==> config.mk <==
export PLATFORM = sky130hd
export DESIGN_NAME = arm64_instruction_relocator_core_flat
export DESIGN_NICKNAME = d
export VERILOG_FILES = /design/src/sv/arir_pkg.sv /design/src/sv/arir_in_if.sv /design/src/sv/arir_out_if.sv /design/src/sv/arir_cfg_if.sv /design/src/sv/arir_front.sv /design/src/sv/arir_queue.sv /design/src/sv/arir_back.sv /design/src/sv/arm64_instruction_relocator_core.sv /design/src/flat_wrapper.sv
export VERILOG_INCLUDE_DIRS = /design/src /design/src/sv
export SDC_FILE = /design/constraint.sdc
export NUM_CORES = 1
export LEC_CHECK = 0
export ABC_AREA = 1
export ABC_CLOCK_PERIOD_IN_PS = 11500
export BUFFER_PORTS_ARGS = -buffer_cell sky130_fd_sc_hd__buf_2
export CAP_MARGIN = 20
export CORE_AREA = 2 2 281 283
export DETAILED_ROUTE_END_ITERATION = 6
export DIE_AREA = 0 0 283 285
export GPL_TIMING_DRIVEN = 1
export PLACE_DENSITY = 0.59
export SLEW_MARGIN = 0
export SYNTH_ARGS = -nofsm -noshare
export SYNTH_HDL_FRONTEND = slang
export SYNTH_SLANG_ARGS = --single-unit
export TNS_END_PERCENT = 50
==> constraint.sdc <==
create_clock -name clk -period 11.5 [get_ports clk]
set_input_delay 2.3 -clock clk [delete_from_list [all_inputs] [get_ports clk]]
set_output_delay 2.3 -clock clk [all_outputs]
set_load 0.02 [all_outputs]
==> src/sv/arm64_instruction_relocator_core_defines.svh <==
// Assertion macros shared by the relocator RTL.
`ifndef ARM64_INSTRUCTION_RELOCATOR_CORE_DEFINES_SVH
`define ARM64_INSTRUCTION_RELOCATOR_CORE_DEFINES_SVH
`ifndef SYNTHESIS
`define ARIR_ASSERT_IMPLIES(label, clk, rst_n, ante, cons) \
    label: assert property (@(posedge clk) disable iff (!rst_n) (ante) |-> (cons)) \
        else $error("arir: implication check failed");
`define ARIR_ASSERT_NEVER(label, clk, rst_n, cond) \
    label: assert property (@(posedge clk) disable iff (!rst_n) !(cond)) \
        else $error("arir: forbidden condition seen");
`else
`define ARIR_ASSERT_IMPLIES(label, clk, rst_n, ante, cons)
`define ARIR_ASSERT_NEVER(label, clk, rst_n, cond)
`endif
`endif

==> src/sv/arir_pkg.sv <==
// Package with the encodings, types and helpers of the instruction relocator.
`timescale 1ns / 1ps
package arir_pkg;

    localparam int DEF_MAX_RELOC_BYTES = 24;
    localparam int MAX_WORDS = 6;
    localparam int WORD_CNT_W = 3;
    localparam int QUEUE_DEPTH = 2;
    localparam int QUEUE_PTR_W = $clog2(QUEUE_DEPTH);
    localparam int QUEUE_FILL_W = $clog2(QUEUE_DEPTH + 1);

    localparam logic [15:0] CAPACITY_RESET = 16'd4096;

    localparam logic [31:0] OP_LDR_LIT64 = 32'h5800_0000;
    localparam logic [31:0] OP_B         = 32'h1400_0000;
    localparam logic [31:0] OP_BR        = 32'hD61F_0000;
    localparam logic [31:0] OP_BLR       = 32'hD63F_0000;
    localparam logic [31:0] OP_NOP       = 32'hD503_201F;
    localparam logic [31:0] OP_LDR_W     = 32'hB940_0000;
    localparam logic [31:0] OP_LDR_X     = 32'hF940_0000;
    localparam logic [31:0] OP_LDRSW     = 32'hB980_0000;
    localparam logic [31:0] OP_LDR_S     = 32'hBD40_0000;
    localparam logic [31:0] OP_LDR_D     = 32'hFD40_0000;
    localparam logic [31:0] OP_LDR_Q     = 32'h3DC0_0000;
    localparam logic [31:0] OP_BCOND     = 32'h5400_0000;

    localparam logic [31:0] MASK_ADR   = 32'h1F00_0000;
    localparam logic [31:0] MATCH_ADR  = 32'h1000_0000;
    localparam logic [31:0] MASK_B     = 32'h7C00_0000;
    localparam logic [31:0] MATCH_B    = 32'h1400_0000;
    localparam logic [31:0] MASK_BCOND = 32'hFF00_0010;
    localparam logic [31:0] MASK_CMPB  = 32'h7E00_0000;
    localparam logic [31:0] MATCH_CB   = 32'h3400_0000;
    localparam logic [31:0] MATCH_TB   = 32'h3600_0000;
    localparam logic [31:0] MASK_LIT   = 32'h3B00_0000;
    localparam logic [31:0] MATCH_LIT  = 32'h1800_0000;

    localparam logic [4:0] REG_JUMP = 5'd16;
    localparam logic [4:0] REG_LOAD = 5'd17;

    typedef enum logic [1:0] {
        ST_OK       = 2'd0,
        ST_UNRELOC  = 2'd1,
        ST_CAPACITY = 2'd2,
        ST_FAILED   = 2'd3
    } status_t;

    typedef enum logic [2:0] {
        CL_ADR    = 3'd0,
        CL_BRANCH = 3'd1,
        CL_COND   = 3'd2,
        CL_TEST   = 3'd3,
        CL_LIT    = 3'd4,
        CL_COPY   = 3'd5
    } class_t;

    typedef struct packed {
        logic [MAX_WORDS-1:0][31:0] words;
        logic [WORD_CNT_W-1:0]      count;
        status_t                    status;
        logic [15:0]                bytes_total;
    } entry_t;

    function automatic logic [31:0] enc_ldr_lit(input logic [4:0] rt, input logic [31:0] off);
        return OP_LDR_LIT64 | {8'h00, off[20:2], rt};
    endfunction

    function automatic logic [31:0] enc_b(input logic [31:0] off);
        return OP_B | {6'h00, off[27:2]};
    endfunction

endpackage

==> src/sv/arir_in_if.sv <==
// Interface of the instruction input channel.
`timescale 1ns / 1ps
interface arir_in_if;
    logic        valid;
    logic        ready;
    logic [31:0] instr_word;
    logic [63:0] instr_pc;
    logic        final_instr;

    modport source (output valid, output instr_word, output instr_pc, output final_instr,
                    input ready);
    modport sink (input valid, input instr_word, input instr_pc, input final_instr,
                  output ready);
endinterface

==> src/sv/arir_out_if.sv <==
// Interface of the replacement word output channel.
`timescale 1ns / 1ps
interface arir_out_if;
    logic        valid;
    logic        ready;
    logic [31:0] out_word;
    logic        word_last;
    logic [1:0]  status;
    logic [15:0] bytes_total;

    modport source (output valid, output out_word, output word_last, output status,
                    output bytes_total, input ready);
    modport sink (input valid, input out_word, input word_last, input status,
                  input bytes_total, output ready);
endinterface

==> src/sv/arir_cfg_if.sv <==
// Interface of the capacity register write channel.
`timescale 1ns / 1ps
interface arir_cfg_if;
    logic        valid;
    logic        ready;
    logic [15:0] out_capacity;

    modport source (output valid, output out_capacity, input ready);
    modport sink (input valid, input out_capacity, output ready);
endinterface

==> src/sv/arir_front.sv <==
// Front end: accepts instructions, classifies them and builds the replacement words.
`timescale 1ns / 1ps
module arir_front
    import arir_pkg::*;
#(
    parameter int MAX_RELOC_BYTES = DEF_MAX_RELOC_BYTES
) (
    input  logic       clk,
    input  logic       rst_n,
    arir_in_if.sink    instr,
    arir_cfg_if.sink   cfg,
    input  logic       q_full,
    output logic       push,
    output entry_t     push_entry
);

    logic [15:0] capacity_reg;
    logic [15:0] bytes_written_reg;
    logic [15:0] bytes_written_next;
    logic        run_failed_reg;
    logic        run_failed_next;

    class_t                     cls;
    logic [31:0]                iw;
    logic [63:0]                offset;
    logic [63:0]                base;
    logic [63:0]                target;
    logic [MAX_WORDS-1:0][31:0] words;
    logic [WORD_CNT_W-1:0]      count;
    logic [31:0]                load_op;
    logic                       unreloc;
    logic                       over_cap;
    status_t                    status;
    logic [15:0]                bytes_new;

    assign iw         = instr.instr_word;
    assign instr.ready = !q_full;
    assign cfg.ready   = 1'b1;
    assign push        = instr.valid && instr.ready;

    always_comb
    begin
        if ((iw & MASK_ADR) == MATCH_ADR)
        begin
            cls = CL_ADR;
        end
        else if ((iw & MASK_B) == MATCH_B)
        begin
            cls = CL_BRANCH;
        end
        else if ((iw & MASK_BCOND) == OP_BCOND || (iw & MASK_CMPB) == MATCH_CB)
        begin
            cls = CL_COND;
        end
        else if ((iw & MASK_CMPB) == MATCH_TB)
        begin
            cls = CL_TEST;
        end
        else if ((iw & MASK_LIT) == MATCH_LIT)
        begin
            cls = CL_LIT;
        end
        else
        begin
            cls = CL_COPY;
        end
    end

    always_comb
    begin
        case (cls)
            CL_ADR:
            begin
                if (iw[31])
                begin
                    offset = {{31{iw[23]}}, iw[23:5], iw[30:29], 12'h000};
                end
                else
                begin
                    offset = {{43{iw[23]}}, iw[23:5], iw[30:29]};
                end
            end
            CL_BRANCH: offset = {{36{iw[25]}}, iw[25:0], 2'b00};
            CL_COND:   offset = {{43{iw[23]}}, iw[23:5], 2'b00};
            CL_LIT:    offset = {{43{iw[23]}}, iw[23:5], 2'b00};
            CL_TEST:   offset = {{48{iw[18]}}, iw[18:5], 2'b00};
            default:   offset = 64'h0;
        endcase
        base   = (cls == CL_ADR && iw[31]) ? {instr.instr_pc[63:12], 12'h000}
                                           : instr.instr_pc;
        target = base + offset;
    end

    always_comb
    begin
        case ({iw[26], iw[31:30]})
            3'b000:  load_op = OP_LDR_W;
            3'b001:  load_op = OP_LDR_X;
            3'b010:  load_op = OP_LDRSW;
            3'b100:  load_op = OP_LDR_S;
            3'b101:  load_op = OP_LDR_D;
            3'b110:  load_op = OP_LDR_Q;
            default: load_op = OP_NOP;
        endcase
    end

    always_comb
    begin
        words   = '0;
        count   = WORD_CNT_W'(1);
        unreloc = 1'b0;
        case (cls)
            CL_ADR:
            begin
                words[0] = enc_ldr_lit(iw[4:0], 32'd8);
                words[1] = enc_b(32'd12);
                words[2] = target[31:0];
                words[3] = target[63:32];
                count    = WORD_CNT_W'(4);
            end
            CL_BRANCH:
            begin
                if (iw[31])
                begin
                    words[0] = enc_ldr_lit(REG_JUMP, 32'd12);
                    words[1] = OP_BLR | {22'h0, REG_JUMP, 5'h00};
                    words[2] = enc_b(32'd12);
                    words[3] = target[31:0];
                    words[4] = target[63:32];
                    count    = WORD_CNT_W'(5);
                end
                else
                begin
                    words[0] = enc_ldr_lit(REG_JUMP, 32'd8);
                    words[1] = OP_BR | {22'h0, REG_JUMP, 5'h00};
                    words[2] = target[31:0];
                    words[3] = target[63:32];
                    count    = WORD_CNT_W'(4);
                end
            end
            CL_COND, CL_TEST:
            begin
                if (cls == CL_COND)
                begin
                    words[0] = {iw[31:24], 19'd2, iw[4:0]};
                end
                else
                begin
                    words[0] = {iw[31:19], 14'd2, iw[4:0]};
                end
                words[1] = enc_b(32'd20);
                words[2] = enc_ldr_lit(REG_JUMP, 32'd8);
                words[3] = OP_BR | {22'h0, REG_JUMP, 5'h00};
                words[4] = target[31:0];
                words[5] = target[63:32];
                count    = WORD_CNT_W'(6);
            end
            CL_LIT:
            begin
                if (iw[31:30] == 2'b11)
                begin
                    words[0] = OP_NOP;
                    unreloc  = iw[26];
                end
                else
                begin
                    words[0] = enc_ldr_lit(REG_LOAD, 32'd8);
                    words[1] = enc_b(32'd12);
                    words[2] = target[31:0];
                    words[3] = target[63:32];
                    words[4] = load_op | {22'h0, REG_LOAD, iw[4:0]};
                    count    = WORD_CNT_W'(5);
                end
            end
            default:
            begin
                words[0] = iw;
            end
        endcase
    end

    always_comb
    begin
        over_cap = ({1'b0, bytes_written_reg} + 17'(MAX_RELOC_BYTES)) > {1'b0, capacity_reg};
        if (run_failed_reg)
        begin
            status = ST_FAILED;
        end
        else if (over_cap)
        begin
            status = ST_CAPACITY;
        end
        else if (unreloc)
        begin
            status = ST_UNRELOC;
        end
        else
        begin
            status = ST_OK;
        end
        bytes_new = bytes_written_reg + {11'h000, count, 2'b00};

        push_entry.status = status;
        if (status == ST_OK)
        begin
            push_entry.words       = words;
            push_entry.count       = count;
            push_entry.bytes_total = bytes_new;
        end
        else
        begin
            push_entry.words       = '0;
            push_entry.count       = WORD_CNT_W'(1);
            push_entry.bytes_total = bytes_written_reg;
        end

        bytes_written_next = bytes_written_reg;
        run_failed_next    = run_failed_reg;
        if (push)
        begin
            if (instr.final_instr)
            begin
                bytes_written_next = 16'h0000;
                run_failed_next    = 1'b0;
            end
            else if (status != ST_OK)
            begin
                run_failed_next = 1'b1;
            end
            else
            begin
                bytes_written_next = bytes_new;
            end
        end
    end

    always_ff @(posedge clk or negedge rst_n)
    begin
        if (!rst_n)
        begin
            capacity_reg      <= CAPACITY_RESET;
            bytes_written_reg <= 16'h0000;
            run_failed_reg    <= 1'b0;
        end
        else
        begin
            if (cfg.valid && cfg.ready)
            begin
                capacity_reg <= cfg.out_capacity;
            end
            bytes_written_reg <= bytes_written_next;
            run_failed_reg    <= run_failed_next;
        end
    end

endmodule

==> src/sv/arir_queue.sv <==
// Short queue of relocated entries between the front end and the word emitter.
`timescale 1ns / 1ps
`include "arm64_instruction_relocator_core_defines.svh"
module arir_queue
    import arir_pkg::*;
(
    input  logic   clk,
    input  logic   rst_n,
    input  logic   push,
    input  entry_t push_entry,
    output logic   full,
    input  logic   pop,
    output entry_t head,
    output logic   head_valid
);

    entry_t                  entries_reg [QUEUE_DEPTH];
    logic [QUEUE_PTR_W-1:0]  wr_ptr_reg;
    logic [QUEUE_PTR_W-1:0]  rd_ptr_reg;
    logic [QUEUE_FILL_W-1:0] fill_reg;

    assign full       = fill_reg == QUEUE_FILL_W'(QUEUE_DEPTH);
    assign head_valid = fill_reg != '0;
    assign head       = entries_reg[rd_ptr_reg];

    function automatic logic [QUEUE_PTR_W-1:0] ptr_inc(input logic [QUEUE_PTR_W-1:0] p);
        return (p == QUEUE_PTR_W'(QUEUE_DEPTH - 1)) ? '0 : p + QUEUE_PTR_W'(1);
    endfunction

    always_ff @(posedge clk)
    begin
        if (push)
        begin
            entries_reg[wr_ptr_reg] <= push_entry;
        end
    end

    always_ff @(posedge clk or negedge rst_n)
    begin
        if (!rst_n)
        begin
            wr_ptr_reg <= '0;
            rd_ptr_reg <= '0;
            fill_reg   <= '0;
        end
        else
        begin
            if (push)
            begin
                wr_ptr_reg <= ptr_inc(wr_ptr_reg);
            end
            if (pop)
            begin
                rd_ptr_reg <= ptr_inc(rd_ptr_reg);
            end
            if (push && !pop)
            begin
                fill_reg <= fill_reg + QUEUE_FILL_W'(1);
            end
            else if (pop && !push)
            begin
                fill_reg <= fill_reg - QUEUE_FILL_W'(1);
            end
        end
    end

    `ARIR_ASSERT_NEVER(a_no_overflow, clk, rst_n, push && full)
    `ARIR_ASSERT_NEVER(a_no_underflow, clk, rst_n, pop && !head_valid)
    `ARIR_ASSERT_IMPLIES(a_fill_bound, clk, rst_n, 1'b1, fill_reg <= QUEUE_FILL_W'(QUEUE_DEPTH))

endmodule

==> src/sv/arir_back.sv <==
// Back end: emits the words of the head entry one per cycle while result is ready, through an output register.
`timescale 1ns / 1ps
`include "arm64_instruction_relocator_core_defines.svh"
module arir_back
    import arir_pkg::*;
(
    input  logic        clk,
    input  logic        rst_n,
    input  entry_t      head,
    input  logic        head_valid,
    output logic        pop,
    arir_out_if.source  result
);

    logic [WORD_CNT_W-1:0] idx_reg;
    logic                  out_valid_reg;
    logic [31:0]           out_word_reg;
    logic                  word_last_reg;
    logic [1:0]            status_reg;
    logic [15:0]           bytes_total_reg;
    logic                  load;
    logic                  at_last;

    assign load    = head_valid && (!out_valid_reg || result.ready);
    assign at_last = (idx_reg + WORD_CNT_W'(1)) == head.count;
    assign pop     = load && at_last;

    assign result.valid       = out_valid_reg;
    assign result.out_word    = out_word_reg;
    assign result.word_last   = word_last_reg;
    assign result.status      = status_reg;
    assign result.bytes_total = bytes_total_reg;

    always_ff @(posedge clk)
    begin
        if (load)
        begin
            out_word_reg    <= head.words[idx_reg];
            word_last_reg   <= at_last;
            status_reg      <= head.status;
            bytes_total_reg <= head.bytes_total;
        end
    end

    always_ff @(posedge clk or negedge rst_n)
    begin
        if (!rst_n)
        begin
            idx_reg       <= '0;
            out_valid_reg <= 1'b0;
        end
        else
        begin
            if (load)
            begin
                out_valid_reg <= 1'b1;
                idx_reg       <= at_last ? '0 : idx_reg + WORD_CNT_W'(1);
            end
            else if (result.ready)
            begin
                out_valid_reg <= 1'b0;
            end
        end
    end

    `ARIR_ASSERT_IMPLIES(a_idx_in_entry, clk, rst_n, head_valid, idx_reg < head.count)
    `ARIR_ASSERT_IMPLIES(a_idx_idle_zero, clk, rst_n, !head_valid, idx_reg == '0)
    `ARIR_ASSERT_IMPLIES(a_fail_single, clk, rst_n, out_valid_reg && status_reg != ST_OK,
                         word_last_reg && out_word_reg == 32'h0)

endmodule

==> src/sv/arm64_instruction_relocator_core.sv <==
// Top level of the AArch64 instruction relocator.
//
//   Channel  Role    Payload
//   instr    sink    instr_word, instr_pc, final_instr
//   result   source  out_word, word_last, status, bytes_total
//   cfg      sink    out_capacity
//
// An instruction is accepted whenever the two-entry queue has room.
// Its one to six words leave on result at one word per cycle while result is ready;
// each word passes through the queue entry and then the output register.
// A stall on result fills the queue and then drops instr.ready; cfg is always ready.
// Reset clears the byte count, the failure flag and the queue, and sets capacity to 4096.
`timescale 1ns / 1ps
module arm64_instruction_relocator_core
    import arir_pkg::*;
#(
    parameter int MAX_RELOC_BYTES = DEF_MAX_RELOC_BYTES
) (
    input  logic       clk,
    input  logic       rst_n,
    arir_in_if.sink    instr,
    arir_out_if.source result,
    arir_cfg_if.sink   cfg
);

    logic   push;
    entry_t push_entry;
    logic   q_full;
    logic   pop;
    entry_t head;
    logic   head_valid;

    arir_front #(
        .MAX_RELOC_BYTES(MAX_RELOC_BYTES)
    ) u_front (
        .clk       (clk),
        .rst_n     (rst_n),
        .instr     (instr),
        .cfg       (cfg),
        .q_full    (q_full),
        .push      (push),
        .push_entry(push_entry)
    );

    arir_queue u_queue (
        .clk       (clk),
        .rst_n     (rst_n),
        .push      (push),
        .push_entry(push_entry),
        .full      (q_full),
        .pop       (pop),
        .head      (head),
        .head_valid(head_valid)
    );

    arir_back u_back (
        .clk       (clk),
        .rst_n     (rst_n),
        .head      (head),
        .head_valid(head_valid),
        .pop       (pop),
        .result    (result)
    );

endmodule

==> src/flat_wrapper.sv <==
// flat-port wrapper written by rule: the top's interface ports become plain ports
module arm64_instruction_relocator_core_flat import arir_pkg::*;
#(
    parameter int MAX_RELOC_BYTES = DEF_MAX_RELOC_BYTES
)
  (clk, rst_n, instr_valid, instr_instr_word, instr_instr_pc, instr_final_instr, instr_ready, result_valid, result_out_word, result_word_last, result_status, result_bytes_total, result_ready, cfg_valid, cfg_out_capacity, cfg_ready);
  arir_in_if instr_i ();
  arir_out_if result_i ();
  arir_cfg_if cfg_i ();
  input  logic clk;
  input  logic rst_n;
  input wire logic [$bits(instr_i.valid)-1:0] instr_valid;
  input wire logic [$bits(instr_i.instr_word)-1:0] instr_instr_word;
  input wire logic [$bits(instr_i.instr_pc)-1:0] instr_instr_pc;
  input wire logic [$bits(instr_i.final_instr)-1:0] instr_final_instr;
  output wire logic [$bits(instr_i.ready)-1:0] instr_ready;
  output wire logic [$bits(result_i.valid)-1:0] result_valid;
  output wire logic [$bits(result_i.out_word)-1:0] result_out_word;
  output wire logic [$bits(result_i.word_last)-1:0] result_word_last;
  output wire logic [$bits(result_i.status)-1:0] result_status;
  output wire logic [$bits(result_i.bytes_total)-1:0] result_bytes_total;
  input wire logic [$bits(result_i.ready)-1:0] result_ready;
  input wire logic [$bits(cfg_i.valid)-1:0] cfg_valid;
  input wire logic [$bits(cfg_i.out_capacity)-1:0] cfg_out_capacity;
  output wire logic [$bits(cfg_i.ready)-1:0] cfg_ready;
  assign instr_i.valid = instr_valid;
  assign instr_i.instr_word = instr_instr_word;
  assign instr_i.instr_pc = instr_instr_pc;
  assign instr_i.final_instr = instr_final_instr;
  assign instr_ready = instr_i.ready;
  assign result_valid = result_i.valid;
  assign result_out_word = result_i.out_word;
  assign result_word_last = result_i.word_last;
  assign result_status = result_i.status;
  assign result_bytes_total = result_i.bytes_total;
  assign result_i.ready = result_ready;
  assign cfg_i.valid = cfg_valid;
  assign cfg_i.out_capacity = cfg_out_capacity;
  assign cfg_ready = cfg_i.ready;
  arm64_instruction_relocator_core #(.MAX_RELOC_BYTES(MAX_RELOC_BYTES)) u_core (.clk(clk), .rst_n(rst_n), .instr(instr_i), .result(result_i), .cfg(cfg_i));
endmodule
Word level (Yosys, flattened, before mapping)
Memories as Yosys holds them, arrays and structs flattened.
Index checks and enable logic that the tools add are counted.
W data, S select, Z words.

cells by class
  $add $sub $neg = 8
  $mul = 0
  divide/modulo/power cells = 0
  magnitude comparators = 2
  eq/ne operators = 19
  shift operators = 0
  mux-type cells = 43
  bitwise gates (word level) = 1
  reduce and logical (&&, ||, !) cells = 24

operators with widths
  kind                     number
  $pmux W96 S4             1
  $mux W128                2
  $pmux W64 S4             1
  $mux W195                1
  $pmux W32 S6             1
  $mux W32                 5
  $pmux W32 S4             1
  $bmux W32 S3             1
  $pmux W32 S3             1
  $add A64 B64 Y64         1
  $mux W16                 3
  $or A32 B10 Y32          1
  $mux W24                 1
  $mux W3                  6
  $add A16 B5 Y17 const B  1
  $gt A17 B16 Y1           1
  $add A16 B5 Y16          1
  $mux W1                  13
  $eq A3 B3 Y1 const B     4
  $eq A6 B5 Y1 const B     2
  $mux W12                 1
  $pmux W3 S4              1
  $reduce_bool A2 Y1       5
  $eq A3 B2 Y1 const B     3
  other kinds (21)         39

word-level totals
  register bits = 92
  latch bits = 0
  RAM bits = 426
  memory bits (read-only) = 0
  input bits = 118
  output and inout port bits = 54
  word-level logic and storage cells = 110
  memories = 1

memories
  name                        depth  bits a word  read ports  clocked after memory_dff  wr ports  line              text
  u_core.u_queue.entries_reg  2      213          1           0                         1         arir_queue.sv:17  entry_t entries_reg [QUEUE_DEPTH];

Logic depth before layout (Yosys ltp)
Gate-level depths: netlist (run 1).

  depth in word-level cells = 14
  depth in mapped cells = 29
  mapped depth without buffers = 28

Cells and area by module
A second synthesis (run 1) with hierarchy kept.

second synthesis, totals
  cells, all modules = 3431
  area, all modules = 31162.4 um^2

by module, submodules not included
  module      times used  cells an instance  area an instance (um^2)  sequential area each (um^2)
  arir_queue  1           688                16236.8                  12892.4
  arir_front  1           2258               11347.1                  777.0
  arir_back   1           485                3578.4                   1631.6

Worst setup path after synthesis (run 1)
OpenSTA, ideal clock, no wires.

  path kind = in2reg
  from = in instr_valid
  to = mem u_core.u_queue.entries_reg[1][100] (netlist bit) (enable)
  arrival = 10021 ps
  required time = 10769 ps
  setup slack = 748 ps
  stages = 2
  buffers on the path = 0
  path through = nand2_1 > nor2_1

on the way
  cells in the longest elaborated chain, start to end = 3

RTL lines
  item                           line                text
  start: declaration             flat_wrapper.sv:12  input wire logic [$bits(instr_i.valid)-1:0] instr_valid;
  $logic_and A1 B1 Y1            arir_front.sv:39    assign push = instr.valid && instr.ready;
  $mux W1                        arir_queue.sv:32    if (push)
  $mux W1 (implied by the code)  arir_queue.sv:34    entries_reg[wr_ptr_reg] <= push_entry;
  end: declaration               arir_queue.sv:17

Every way passes these cells.

==> flow_summary.toml, run 1 <==
[cts]
cts_buffer_depth = 3
clock_latency_ps = 590
cts_tree = "done"
cts.sinks = 454
cts.reportedPaths.clkPinSlew_ps = 60
cts_setup_buffers = 0
cts_made_buffers = 46
cts_resized = 0
postCtsHoldBufs = 0
clock-root-buffer = "clkbuf_16"
cts_max_level = 2

[timing]
hold_viol = 0
period_share_pct = 57.7
grt_setup_unrepaired = "no"
tns_ps = 0
timing.hold.ws_ps = 503
setup_viol = 0
skew_ps = 22.1
relSlewSlack_pct = 27.9
fmax_mhz = 151
period_needed_ps = 6630
tightest_slew_ps = 1080
drv_slew = 0

[status]
status = "completed"

[cells_and_area]
drive_gt1_share_pct = 9.34
stdcell_count = 4498
final_nets = 3616
mostFrequentLayoutCell = "nand2_1"
largest_reg_flops = 366
final_cell_mix = "845 x nand2_1, 425 x nor2_1, 415 x edfxtp_1, 391 x inv_1, 277 x o21ai_0"
antenna_cells = 0
area_delta_synth_final_pct = 12.1

[yosys]
synth_flop_cell = "edfxtp_1"
synth_warnings = 0
synth_area_per_cell_um2 = 8.17
yosysUniqueCellTypes = 53
synth.area.top_cells = "edfxtp_1 46%, nand2_1 12%, nor2_1 5.9%, inv_1 5.5%, o21ai_0 5.1%"
synth_seq_cells = 454
ys_seq_area_share_pct = 49.9
async_flop_share_pct = 8.59
synth_top_area_share_pct = 46.3
netlist_instances = 3298
syn_area_mm2 = 0.0269
yosysTopAreaCell = "edfxtp_1"
synth_edf_count = 415

[floorplan]
io-pin-count = 172
die-area_mm2 = 0.0807
placementRows = 103
start_util_pct = 34.6
core_mm2 = 0.0780
die_w_um = 283
die_height_um = 285

[grt]
grt_pass1_wl_mm = 147
overflow = 0
grt_start_max_net_pins = 96
grt_usage_pct = 24.4
first_global_vias = 22100
antenna_found_initial = 1

[critical_path]
crit_start = "instr_instr_word[26]"
crit_path_start_kind = "input pin"
max_stage_delay_ps = 830
endpoint = "u_core.u_queue.entries_reg[0][117]"
cp_num_buf_inv = 3
worst_path_most_repeated_cell = "nand2_1"
cp.depth = 18
worstSetupPathType = "input pin to flip-flop"
cpMaxStageDelayCell = "xnor2_1"
critPathArrivalTime_ps = 6910
cp_top_family = "simple AND/OR/NAND/NOR gates"
cp_cell_sequence = "buf_2 > nand2_1 > nor4_2 > inv_1 > nand2_2 > inv_2 > o311ai_0 > ha_1 > nand2_1 > nand2_1 > a21oi_1 > o21bai_1 > nand2_1 > nand3_1 > xnor2_1 > o21ai_0 > nor2_1 > nor2_1"
ff2ff_path_depth = 17
reg2reg_from = "u_core.u_front.bytes_written_reg[3]"
end_kind = "flip-flop"
cp_data_required_time_ps = 11780
worst_r2r_endpoint = "u_core.u_queue.entries_reg[0][100]"
worstPathMaxFanout = 26
rrSetupSlack_ps = 6040

[routing]
detail-route-antenna-nets = 0
wl_per_cell_um = 22.6
vias = 23900
drtPass1Iterations = 6
avgViaCountPerCell = 5.32
drc = 0
drtIter0Drc = 2551
drt-total-wl_mm = 102

[power_and_ir_drop]
power.switching_mw = 2.36
seqPwrFrac_pct = 40.5
pwr-share-comb_pct = 35.2
p_int_mw = 3.70
leakagePower_nw = 13.2
powerDensity_mw_per_mm2 = 201
switching_share_pct = 38.9
clockPowerShare_pct = 24.4
ir_drop_mv = 0.149

[place]
place_congestion = 1.06
place.port_buffers = 168
dp.cells = 4414
place_hpwl_mm = 75.7

[hold_path]
worstHoldPathType = "flip-flop to flip-flop"

[run]
maxCapViolations = 0
==> Yosys cell counts (23+ instances only) <==
master    number
o22ai_1       71
nand4_1       27
clkbuf_1      86
xor2_1        36
o21ai_0      277
nand3_1      207
inv_1        395
a21oi_1      148
dfrtp_1       38
nand2_1      845
nor2_1       427
buf_2         23
edfxtp_1     415
ha_1          83
==> worst min path at each step <==
stage | startpoint | end | slack [ps] | cells past startpoint
2_1_floorplan | u_core.u_front.capacity_reg[12] | u_core.u_front.capacity_reg[12] | 470 | 2
3_3_place_gp | u_core.u_front.capacity_reg[12] | u_core.u_front.capacity_reg[12] | 480 | 2
3_5_place_dp | u_core.u_queue.fill_reg[1] | u_core.u_queue.fill_reg[1] | 490 | 1
4_1_cts | u_core.u_queue.fill_reg[1] | u_core.u_queue.fill_reg[1] | 500 | 1
5_1_grt | u_core.u_queue.fill_reg[1] | u_core.u_queue.fill_reg[1] | 520 | 1
6_report | u_core.u_front.capacity_reg[12] | u_core.u_front.capacity_reg[12] | 500 | 2
==> logic make-up after synthesis <==
kind of cell    Yosys count  share of synthesized area (%)
mux                       1                         0.0372
xor+xnor                 49                           1.59
flops                   454                           49.9
simple gates           1600                           24.8
fa+ha+maj                85                           4.00
buf+inv                 534                           7.86
compound gates          573                           11.8
other cells               2                         0.0279
==> layout make-up <==
cell class | instances | area (µm²)
Fill cell | 7930 | 47800
Sequential cell | 454 | 13400
Multi-Input combinational cell | 2311 | 11400
Inverter | 404 | 1520
Tap cell | 1050 | 1310
Clock buffer | 60 | 1210
Timing Repair Buffer | 196 | 1050
Clock inverter | 23 | 267
==> worst min-delay path: cells and delay by family, from the launching register on <==
family	cells	cell delay [ps]
AOI/OAI and AO/OA	1	70
buffers and inverters	1	70
DFF	1	360
==> power groups by stage <==
stage                     registers (mW)  clock network (mW)  logic [mW]
after floorplan                     2.65                   0        1.22
after global placement              2.49                   0        2.13
after detailed placement            2.49                   0        2.13
after CTS                           2.46                1.50        2.14
after global routing                2.49                1.56        2.32
final                               2.45                1.48        2.13
==> metal layers <==
layer | track usage [%] | wire [µm]
met1 | 35.4 | 45600
met2 | 37.7 | 44700
met3 | 2.67 | 7550
met4 | 8.58 | 3640
met5 | 0 | 0
==> per-stage QoR <==
stage	setup slack, ps	cell area [µm²]	power [mW]	utilization, %
after floorplan	748	26900	3.87	-
after global placement	4310	28700	4.62	36.8
after detailed placement	4430	28700	4.62	36.8
after CTS	5030	30200	6.09	38.7
after global routing	4580	30200	6.37	38.7
final	4870	30200	6.06	38.7
Power figures use the tool's default switching activity.
==> inputs of run 2 (changes only) <==
--- a/config.mk
+++ b/config.mk
@@ -7,7 +7,7 @@
 export NUM_CORES = 1
 export LEC_CHECK = 0
 export ABC_AREA = 1
-export ABC_CLOCK_PERIOD_IN_PS = 11500
+export ABC_CLOCK_PERIOD_IN_PS = 6700
 export BUFFER_PORTS_ARGS = -buffer_cell sky130_fd_sc_hd__buf_2
 export CAP_MARGIN = 20
 export CORE_AREA = 2 2 281 283
==> constraint.sdc (replaced) <==
create_clock -name clk -period 6.7 [get_ports clk]
set_input_delay 1.34 -clock clk [delete_from_list [all_inputs] [get_ports clk]]
set_output_delay 1.34 -clock clk [all_outputs]
set_load 0.02 [all_outputs]
==> run 2 against run 1 <==
Compared with the run above: sequential power up 71%; first-iteration DRC count up 9.3%; critical path depth up 5; critical path type unchanged; critical endpoint is now u_core.u_queue.entries_reg[1][133]; largest cell class unchanged; highest routed layer is now met5.
==> flow_summary.toml, run 2 (synthesis results as in run 1) <==
[status]
status = "completed"

[routing]
drc = 0
detail-route-antenna-nets = 0
drtIter0Drc = 2788
drt-total-wl_mm = 99.6
wl_per_cell_um = 22.1
avgViaCountPerCell = 5.32
drtPass1Iterations = 6
vias = 24000

[cts]
cts_made_buffers = 46
cts_resized = 0
cts_setup_buffers = 0
clock-root-buffer = "clkbuf_16"
cts.reportedPaths.clkPinSlew_ps = 60
cts_max_level = 2
cts_tree = "done"
clock_latency_ps = 590
postCtsHoldBufs = 0
cts.sinks = 454
cts_buffer_depth = 3

[cells_and_area]
stdcell_count = 4507
antenna_cells = 0
filler_cell_count = 7987
final_area_mm2 = 0.0304
drive_gt1_share_pct = 9.72
final_cell_mix = "845 x nand2_1, 425 x nor2_1, 415 x edfxtp_1, 392 x inv_1, 277 x o21ai_0"
final_nets = 3622
utilization_pct = 39.0
largest_reg_flops = 366
area_delta_synth_final_pct = 13.0
mostFrequentLayoutCell = "nand2_1"

[hold_path]
worstHoldPathType = "flip-flop to flip-flop"
hold_depth = 1

[critical_path]
worstPathMaxFanout = 11
worstSetupPathType = "input pin to flip-flop"
ff2ff_path_depth = 16
cp_data_required_time_ps = 7010
cp_cell_sequence = "buf_2 > inv_1 > nand4_2 > nand2_1 > nor2_1 > inv_1 > nor2_1 > o21ai_0 > ha_1 > nand2_1 > nand2_1 > inv_1 > nand2_1 > nand2_1 > nand2_1 > nand2_1 > nand2_1 > xor2_1 > buf_4 > o21ai_0 > inv_1 > nand2_1 > a21oi_1"
cpMaxStageDelayCell = "nor2_1"
end_kind = "flip-flop"
cp_top_family = "simple AND/OR/NAND/NOR gates"
worst_path_most_repeated_cell = "nand2_1"
critPathArrivalTime_ps = 5640
cp_num_buf_inv = 6
max_stage_delay_ps = 550
crit_path_start_kind = "input pin"
cp.depth = 23

[power_and_ir_drop]
ir_drop_mv = 0.221
powerDensity_mw_per_mm2 = 348
seqPwrFrac_pct = 39.5
pwr-share-comb_pct = 34.7
clockPowerShare_pct = 25.7
switching_share_pct = 38.1
totalPowerFinal_mw = 10.6
p_int_mw = 6.55
power.switching_mw = 4.03
leakagePower_nw = 13.3

[run]
maxCapViolations = 0

[grt]
antenna_found_initial = 4
grt_usage_pct = 23.9
grt_pass1_wl_mm = 145
first_global_vias = 22100
grt_start_max_net_pins = 182
overflow = 0

[timing]
relSlewSlack_pct = 31.0
timing.hold.ws_ps = 505
grt_setup_unrepaired = "no"
fmax_mhz = 188
period_share_pct = 79.5
setup_ws_ps = 1380
skew_ps = 17.9
tns_ps = 0
setup_viol = 0
hold_viol = 0
tightest_slew_ps = 1030
period_needed_ps = 5320
drv_slew = 0

[floorplan]
die-area_mm2 = 0.0807
die_w_um = 283
placementRows = 103
start_util_pct = 34.6
core_mm2 = 0.0780
io-pin-count = 172
die_height_um = 285

[place]
place_hpwl_mm = 73.2
place_congestion = 1.06
dp.cells = 4421
place.port_buffers = 168
placed_area_mm2 = 0.0288
place_ws_ps = 938
[run 2: area by class of cell]
cell class	instances	area, µm²	area share [%]
Sequential cell	454	13400	44.2
Multi-Input combinational cell	2311	11400	37.5
Inverter	404	1520	5.00
Tap cell	1050	1310	4.32
Clock buffer	57	1230	4.05
Timing Repair Buffer	202	1150	3.77
Clock inverter	29	369	1.21
[run 2: power by group through the flow]
stage	Combinational, mW	Sequential, mW	Clock [mW]
floorplan	2.09	4.51	0
global placement	3.67	4.24	0
detailed placement	3.67	4.24	0
CTS	3.68	4.19	2.76
global route	4.01	4.24	2.87
finish	3.68	4.18	2.72
[run 2: worst paths after layout]
check                      slack, ps                                 from                                 end
min reg2reg                      510           u_core.u_queue.fill_reg[0]          u_core.u_queue.fill_reg[0]
min in group asynchronous        900                                rst_n          u_core.u_back.result.valid
max in group asynchronous       5120                                rst_n           u_core.u_queue.rd_ptr_reg
max reg2reg                     2070  u_core.u_front.bytes_written_reg[3]   u_core.u_queue.entries_reg[0][50]
min                              510           u_core.u_queue.fill_reg[0]          u_core.u_queue.fill_reg[0]
max                             1380                 instr_instr_word[29]  u_core.u_queue.entries_reg[1][133]
[run 2: per-layer routing]
metal  vias to the layer above  track usage (%)  wire length [µm]
met5                         -                0                34
met4                         4             9.55              4160
met3                       179             3.65              9060
met2                      1186             36.2             42900
met1                     11400             34.3             43400
li1                      11300                -                 -
